File: config.mk
export PLATFORM = sky130hd
export DESIGN_NAME = dbsd_step
export DESIGN_NICKNAME = d
export VERILOG_FILES = /design/src/rtl/dbsd_pkg.sv /design/src/rtl/dbsd_step.sv
export SDC_FILE = /design/constraint.sdc
export NUM_CORES = 1
export LEC_CHECK = 0
export ABC_AREA = 1
export BUFFER_PORTS_ARGS = -buffer_cell sky130_fd_sc_hd__buf_2
export CORE_MARGIN = 5
export CORE_UTILIZATION = 45
export CTS_CLUSTER_SIZE = 28
export DETAILED_ROUTE_END_ITERATION = 8
export MAX_ROUTING_LAYER = met4
export PLACE_DENSITY = 0.84
export RECOVER_POWER = 25
export SKIP_LAST_GASP = 1
export SLEW_MARGIN = 10
export SYNTH_ARGS = -nofsm -noshare
export SYNTH_HDL_FRONTEND = slang
export SYNTH_SLANG_ARGS = --single-unit
File: constraint.sdc
create_clock -name clk -period 0.8 [get_ports clk]
set_input_delay 0.12 -clock clk [delete_from_list [all_inputs] [get_ports clk]]
set_output_delay 0.12 -clock clk [all_outputs]
set_load 0.1 [all_outputs]
File: src/rtl/dbsd_pkg.sv
`default_nettype none

package dbsd_pkg;

    localparam int CELL_W = 32;

    localparam logic [1:0] OP_UNSIGNED = 2'd0;
    localparam logic [1:0] OP_SYMMETRIC = 2'd1;
    localparam logic [1:0] OP_FLOORED = 2'd2;

    // Operands and partial results that travel down the divide pipeline.
    typedef struct packed {
        logic [1:0]        mode;
        logic              neg_dvd;
        logic              neg_dvs;
        logic              ovf;
        logic [CELL_W-1:0] dv;
        logic [CELL_W-1:0] md;
        logic [CELL_W-1:0] rem;
        logic [CELL_W-1:0] acc;
    } work_t;

endpackage

`default_nettype wire

File: src/rtl/dbsd_step.sv
`default_nettype none

module dbsd_step (
    input  logic            clk,
    input  logic            rst_n,
    input  logic            advance,
    input  logic            in_valid,
    input  dbsd_pkg::work_t in_work,
    output logic            out_valid,
    output dbsd_pkg::work_t out_work
);
    import dbsd_pkg::*;

    logic [CELL_W:0]   trial;
    logic [CELL_W+1:0] diff;
    logic              take;
    work_t             work_next;
    work_t             work_reg;
    logic              valid_reg;

    // One restoring step: the partial remainder takes the next dividend bit
    // from the top of acc, and the quotient bit shifts in at its bottom.
    always_comb
    begin
        trial = {in_work.rem, in_work.acc[CELL_W-1]};
        diff = {1'b0, trial} - {2'b00, in_work.md};
        take = ~diff[CELL_W+1];
        work_next = in_work;
        work_next.rem = take ? diff[CELL_W-1:0] : trial[CELL_W-1:0];
        work_next.acc = {in_work.acc[CELL_W-2:0], take};
    end

    always_ff @(posedge clk or negedge rst_n)
    begin
        if (!rst_n)
        begin
            valid_reg <= 1'b0;
        end
        else if (advance)
        begin
            valid_reg <= in_valid;
        end
    end

    always_ff @(posedge clk)
    begin
        if (advance)
        begin
            work_reg <= work_next;
        end
    end

    assign out_valid = valid_reg;
    assign out_work = work_reg;

endmodule

`default_nettype wire

==> impl_metrics.yaml, run 1 <==
sta:
  crit_endpoint: "out_work[57]$_DFFE_PP_/D"
  endpoint_type: "sequential cell input"
floorplanning:
  rows: 46
  die_x_um: 136.2
  initial_utilization_pct: 45.45
  ios: 271
  fp.dieH_um: 136.2
clock_network:
  h-tree-depth: 4
  clock_sinks: 134
  cts_made_buffers: 17
  clockBufferDepth: 2
  cts_root_buf: "clkbuf_16"
yosys:
  synth_area_per_cell_sq_um: 9.260
  yosysUniqueCellTypes: 32
  ys_seq_elements: 134
  synthCells: 774
  ys_warn_count: 0
  syn_area_sq_um: 7167
  syn_nets: 944
  ys_seq_area_share_pct: 56.08
placement:
  postPlaceCellArea_sq_um: 12000
  pre_cts_slack_ns: -1.213
  place_congestion: 1.002
  dp_hpwl_um: 21320
  io_buffers: 270
global_route:
  grt_usage_pct: 74.02
  grt_overflow_total: 15
  antenna_found_initial: 8
  grt_max_degree: 38
status:
  status: "did not finish"
  lastStage: "global routing"
  error: "[ERROR GRT-0232] Routing congestion too high. Check the congestion heatmap in the GUI."
[metrics by stage]
step	std cells	TNS [ns]
after floorplan	774	-56.23
after detailed placement	1346	-40.77
after CTS	1509	-72.27
after global placement	1346	-37.01
[Yosys cell counts, drive strengths merged]
master  instances  area share [%]
xor2           15             1.8
inv           145             7.6
and3            1           0.087
nand2         270              15
ha             32             5.6
fa              1            0.28
mux2            1            0.16
o21ai           1           0.070
nor3            4            0.35
nor2           44             2.5
edfxtp        133              56
and2           10            0.87
a21oi          19             1.4
nand3b          5            0.52
nand4           7            0.61
o21bai          3            0.31
buf             9             1.0
or2             1           0.087
nand3          72             6.0
dfrtp           1            0.35
[layer usage]
metal  GRT overflow  GRT usage, %
met1              0         73.52
met2              9         88.30
met3              0         58.33
met4              6         69.88
met5              -             -
[what timing repair did]
action | CTS
pin swaps | 75
gates resized for setup | 164
cloned | 2
hold endpoints to repair | 102
buffers inserted | 28
endpoints found under the setup margin | 168
hold buffers | 103
[cell families after synthesis]
logic type                 synth area share [%]
adders and majority gates                 5.866
muxes                                    0.1571
xor gates and xnor gates                  1.833
buffers and inverters                     8.642
and+or+nand+nor                           25.66
DFF                                       56.08
AOI/OAI and AO/OA                         1.763
==> run 2: changes to the inputs <==
- CORE_UTILIZATION: 45 -> 35
- CTS_CLUSTER_SIZE: 28 -> unset
- MAX_ROUTING_LAYER: met4 -> unset
- PLACE_DENSITY: 0.84 -> unset
- PLACE_DENSITY_LB_ADDON: unset -> 0.15
- clock period: 0.8 -> 1.04 ns (I/O delays scaled with it)
==> run 2 against run 1 <==
Net effect: the flow now finishes, with violations (setup timing); area after synthesis stayed put; synthesized cell count stayed put.
==> impl_metrics.yaml, run 2 <==
clock_network:
  clock_latency_ns: 0.42
  h-tree-depth: 4
  cts_root_buf: "clkbuf_16"
  clk_pin_slew_ns: 0.06
  cts_tree: "yes"
  cts_made_buffers: 17
  clock_sinks: 134
  clockBufferDepth: 2
setup_path:
  regToRegStartpoint: "out_valid"
  critPathTopFamily: "simple AND/OR/NAND/NOR gates"
  worst-r2r-cell-count: 1
  end_kind: "register"
  startpoint_type: "input port"
  r2r_end: "out_valid"
  slowest_delay_ns: 0.21
  cp.required_ns: 1.21
  crit_path_top_delay_cell: "a21oi_4"
  path_buf_inv: 4
  crit_chain: "buf_6 > inv_2 > ha_4 > nand2_4 > inv_2 > nand2_2 > nand3_2 > a21oi_4 > nor2_4 > nor2_4 > nand2_8 > buf_12 > nand3_4 > nand2_2"
  critPathMaxFanout: 7
  cp_data_arrival_time_ns: 1.71
  path_class: "input port to register"
  regToRegSetupSlack_ns: 0.24
cells_and_area:
  regArea_sq_um: 4020
  final_common_cell: "nand2_1"
  multi_input_area_sq_um: 3470
  nFillCells: 1440
  antenna_cells: 0
  stdcell_count: 1577
  largest_reg_flops: 133
  area_delta_synth_final_pct: 106.5
  postLayoutCoreUtil_pct: 73.37
  nets: 1464
  mostFrequentLayoutCells: "nand2_1 (183), buf_12 (143), edfxtp_1 (133)"
  drive_above_1_share_pct: 50.11
  final_area_sq_um: 14800
power:
  power.density_nw_per_um2: 1610
  ir_drop_mv: 1.102
  power_leakage_uw: 0.006879
placement:
  place_congestion: 0.9295
  postPlaceCellArea_sq_um: 12170
  dp_hpwl_um: 20080
  io_buffers: 270
  dp.cells: 1413
  pre_cts_slack_ns: -1.012
routing:
  wirelength_um: 28220
  final_antenna_net_count: 0
  routed_via_density: 4.585
  wl_per_cell_um: 17.90
  drtIter0Drc: 397
  drc: 0
  dr.pass1.iters: 5
  num_vias: 7231
job:
  cap_viol_max_count: 0
global_route:
  grt_usage_pct: 23.45
  antenna_found_initial: 1
  grt_overflow_total: 0
  grt_pass1_vias: 7417
  grt_pass1_wl_um: 42880
  grt_max_degree: 53
sta:
  max_clock_freq_ghz: 0.6521
  rsz0062_at_grt: "yes"
  post-route-period-util_pct: 147.4
  tightest_slew_ns: 0.5984
  min_period_ns: 1.533
  skew_ns: 0
  worst_slack_ns: -0.4934
  max_slew_margin_pct: 60.10
  setup_viol: 167
  final_hold_viol_count: 0
  drv_slew: 0
yosys:
  yosysUniqueCellTypes: 32
  synthCells: 774
  ys_async_sr_fraction_pct: 0.7463
  synth_area_per_cell_sq_um: 9.260
  synth_area_leaders: "edfxtp_1 (56%), nand2_1 (14%), inv_1 (7.4%)"
  synth-main-ff-cell: "edfxtp_1"
  synth_most_common_cell: "nand2_1"
  synthTopCellsByCount: "nand2_1 (264), inv_1 (142), edfxtp_1 (133)"
  yosysTopAreaCell: "edfxtp_1"
  ys_seq_area_share_pct: 56.08
  synth.top_cell.area_share_pct: 55.73
  ys_seq_elements: 134
  synth-edff-count: 133
  ys_warn_count: 0
  syn_area_sq_um: 7167
  syn_nets: 944
status:
  status: "complete, but fails checks"
  failed_checks: "setup timing"
floorplanning:
  rows: 52
  fp.dieH_um: 153.1
  ios: 271
  die_x_um: 153.1
  initial_utilization_pct: 35.53
  die-area_sq_um: 23440
  design.core.area_sq_um: 20170
min_path:
  hold_class: "input port to async pin"
[run 2: worst max-delay path by stage]
stage / startpoint / to / cells after the start
2_1_floorplan: in_work[31] / out_work[60] / 14
3_3_place_gp: in_work[79] / out_work[42] / 16
3_5_place_dp: in_work[84] / out_work[60] / 14
4_1_cts: in_work[31] / out_work[60] / 16
5_1_grt: in_work[76] / out_work[32] / 16
6_report: in_work[83] / out_work[52] / 14
[run 2: cell type report]
| class | count | area share [%] |
|---|---|---|
| multi-input combinational | 486 | 23.44 |
| sequential | 134 | 27.16 |
| tap | 270 | 2.283 |
| clock buffer | 18 | 2.900 |
| timing repair buffer | 510 | 38.87 |
| clock inverter | 14 | 1.420 |
| inverter | 145 | 3.914 |
[run 2: what timing repair did]
item | in CTS | in global routing
endpoints found under the setup margin | 167 | 167
gates resized for setup | 152 | 54
setup buffers | 21 | 5
hold buffers | 102 | 0
pin swaps | 67 | 33
gates cloned | 3 | 2
endpoints found under the hold margin | 102 | 0
[run 2: routing by layer]
metal | vias up | global-route usage (%) | routed length (um)
li1 | 3532 | - | -
met4 | 2 | 5.897 | 511
met1 | 3395 | 29.00 | 11630
met5 | - | 0 | 13
met3 | 40 | 5.004 | 1655
met2 | 262 | 41.75 | 14410
[run 2: logic make-up (layout without fill, tap and decap cells)]
family	Yosys count	count (layout)	share of synthesized area (%)
AND/OR/NAND/NOR	414	414	25.66
adder cells (fa/ha/maj)	33	33	5.866
multiplexers	1	1	0.1571
buffers and inverters	154	687	8.642
AO/OA/AOI/OAI	23	23	1.763
XOR/XNOR	15	15	1.833
flip-flops	134	134	56.08
[run 2: power breakdown]
part / leakage [uW] / switching [uW] / internal [uW]
clock: 0.000307 / 2630 / 4100
combinational: 0.00526 / 6090 / 3960
sequential: 0.00131 / 445 / 6600
[run 2: per-stage QoR]
step                      hold slack [ns]  TNS (ns)  total power (uW)
final                             0.03105    -34.57             23830
after floorplan                   -0.1396    -22.14             12190
after global routing              0.01295    -40.97             24670
after CTS                         0.03183    -34.14             23700
after detailed placement         -0.06573    -32.08             16090
after global placement           -0.06800    -31.54             16010
(Power assumes the default switching activity.)
==> run 3: changes to the inputs <==
- clock period: 1.04 -> 1.4 ns (I/O delays scaled with it)
==> run 3 against run 2 <==
Net effect: the flow still finishes with violations (setup timing); wire length decreased by 10%; clock-buffer cell count decreased by 1; sequential power decreased by 29%; sequential share of layout area increased by 4.2 points; first-iteration DRC count decreased by 24%; design area decreased by 14%; non-clock buffer count decreased by 9.
==> impl_metrics.yaml, run 3 (synthesized netlist as in run 2, its figures left out) <==
cells_and_area:
  area_delta_synth_final_pct: 78.61
  multi_input_area_sq_um: 3511
  final_common_cell: "nand2_1"
  postLayoutCoreUtil_pct: 63.47
  nFillCells: 1713
  final_area_sq_um: 12800
  drive_above_1_share_pct: 49.96
  mostFrequentLayoutCells: "nand2_1 (179), buf_2 (147), edfxtp_1 (133)"
  largest_reg_flops: 133
  regArea_sq_um: 4019
  nets: 1455
  antenna_cells: 0
clock_network:
  cts_root_buf: "clkbuf_16"
  h-tree-depth: 4
  clock_latency_ns: 0.42
  cts_made_buffers: 17
  clockBufferDepth: 2
  cts_tree: "yes"
  clk_pin_slew_ns: 0.06
  clock_sinks: 134
floorplanning:
  die-area_sq_um: 23440
  ios: 271
  die_x_um: 153.1
  rows: 52
  fp.dieH_um: 153.1
  initial_utilization_pct: 35.53
  design.core.area_sq_um: 20170
setup_path:
  cp-startpoint: "in_work[81]"
  cpMostUsedCell: "nand2_1"
  crit_path_top_delay_cell: "a21oi_1"
  path_buf_inv: 3
  critPathTopFamily: "simple AND/OR/NAND/NOR gates"
  regToRegStartpoint: "out_valid"
  startpoint_type: "input port"
  cp_data_arrival_time_ns: 1.76
  crit_chain: "buf_2 > inv_1 > ha_4 > buf_4 > nand2_1 > nand2_1 > a21oi_1 > nand2_1 > a21oi_2 > nand3_4 > nand3_4 > nand2_2"
  critPathMaxFanout: 3
  cp.required_ns: 1.58
  path_class: "input port to register"
  end_kind: "register"
  slowest_delay_ns: 0.24
power:
  clock_power_share_pct: 28.7
  power_uw: 15820
  combPwrFrac_pct: 39.7
  power.net_switching_uw: 6428
  power.internal_uw: 9394
  seqPwrFrac_pct: 31.6
  power_leakage_uw: 0.006074
  ir_drop_mv: 0.8083
  swShare_pct: 40.63
  power.density_nw_per_um2: 1236
min_path:
  hold_class: "input port to register"
  hold_start: "in_work[64]"
job:
  cap_viol_max_count: 0
sta:
  max_slew_margin_pct: 38.43
  tightest_slew_ns: 0.9236
  max_clock_freq_ghz: 0.6321
  skew_ns: 0
  final_hold_viol_count: 0
  drv_slew: 0
  post-route-period-util_pct: 113.0
  rsz0062_at_grt: "yes"
  worst_slack_ns: -0.1821
  min_period_ns: 1.582
  setup_viol: 40
routing:
  m1WireLength_um: 10490
  dr.pass1.iters: 5
  num_vias: 6989
  dr.max_layer_used: "met5"
  drtIter0Drc: 301
  final_antenna_net_count: 0
  wl_met2_um: 13060
  routed_via_density: 4.460
  drc: 0
  wl_met3_um: 1453
  wirelength_um: 25330
  wl_per_cell_um: 16.17
placement:
  postPlaceCellArea_sq_um: 10210
  io_buffers: 270
  place_congestion: 0.9099
  dp_hpwl_um: 18030
global_route:
  grt_pass1_vias: 7143
  grt_overflow_total: 0
  grt_usage_pct: 20.41
  antenna_found_initial: 1
  grt_pass1_wl_um: 38340
  grt_max_degree: 60
status:
  status: "complete, but fails checks"
  failed_checks: "setup timing"
## run 3: changes by cell type in the layout (fill, tap and decap cells not counted), moves of 6 or more
cell,delta
buf_6,-11
nand2_2,+8
clkbuf_4,+112
buf_12,-138
nand3_2,-11
nand3_4,+6
buf_2,+32
## run 3: cell type report
cell class	instances	share of cell area (%)
sequential	134	31.39
timing repair buffer	501	29.50
multi-input combinational	486	27.43
inverter	145	4.447
clock buffer	17	3.323
tap	270	2.639
clock inverter	14	1.271
## run 3: timing repair
item	in CTS	in global routing
gates cloned	0	4
pin swaps	12	52
endpoints found under the hold margin	96	1
resized for setup	65	237
hold buffers	96	1
endpoints found under the setup margin	81	145
setup buffers	4	7
## run 3: final timing paths
kind	to	slack [ns]	depth (start not counted)
max	out_work[60]	-0.18	12
min	out_work[64]	0.01	1
max reg2reg	out_valid	0.66	1
min reg2reg	out_valid	0.51	1
max in group asynchronous	out_valid	1.22	2
min in group asynchronous	out_valid	0.08	2
## run 3: power groups by stage
stage          clock network, uW  logic (uW)  registers (uW)
2_1_floorplan                  0        1200            7850
3_3_place_gp                   0        5450            5060
3_5_place_dp                   0        5470            5060
4_1_cts                     4660        5830            4980
5_1_grt                     4830        6590            5040
6_report                    4540        6280            5000
## run 3: per-stage QoR
stage | hold WS, ns | worst slack [ns] | instances | TNS [ns]
after CTS | 0.0007573 | -0.09925 | 1555 | -2.807
after global routing | 0.007083 | -0.2244 | 1567 | -6.897
after floorplan | -0.08559 | -0.3335 | 774 | -9.382
final | 0.01461 | -0.1821 | 1567 | -4.232
after global placement | -0.01522 | -0.7673 | 1424 | -20.06
after detailed placement | -0.01144 | -0.7891 | 1424 | -20.48
## run 3: layer usage
metal / GRT usage, % / vias to the layer above
li1: - / 3512
met1: 25.13 / 3249
met2: 36.19 / 206
met3: 4.665 / 20
met4: 5.218 / 2
met5: 0 / -
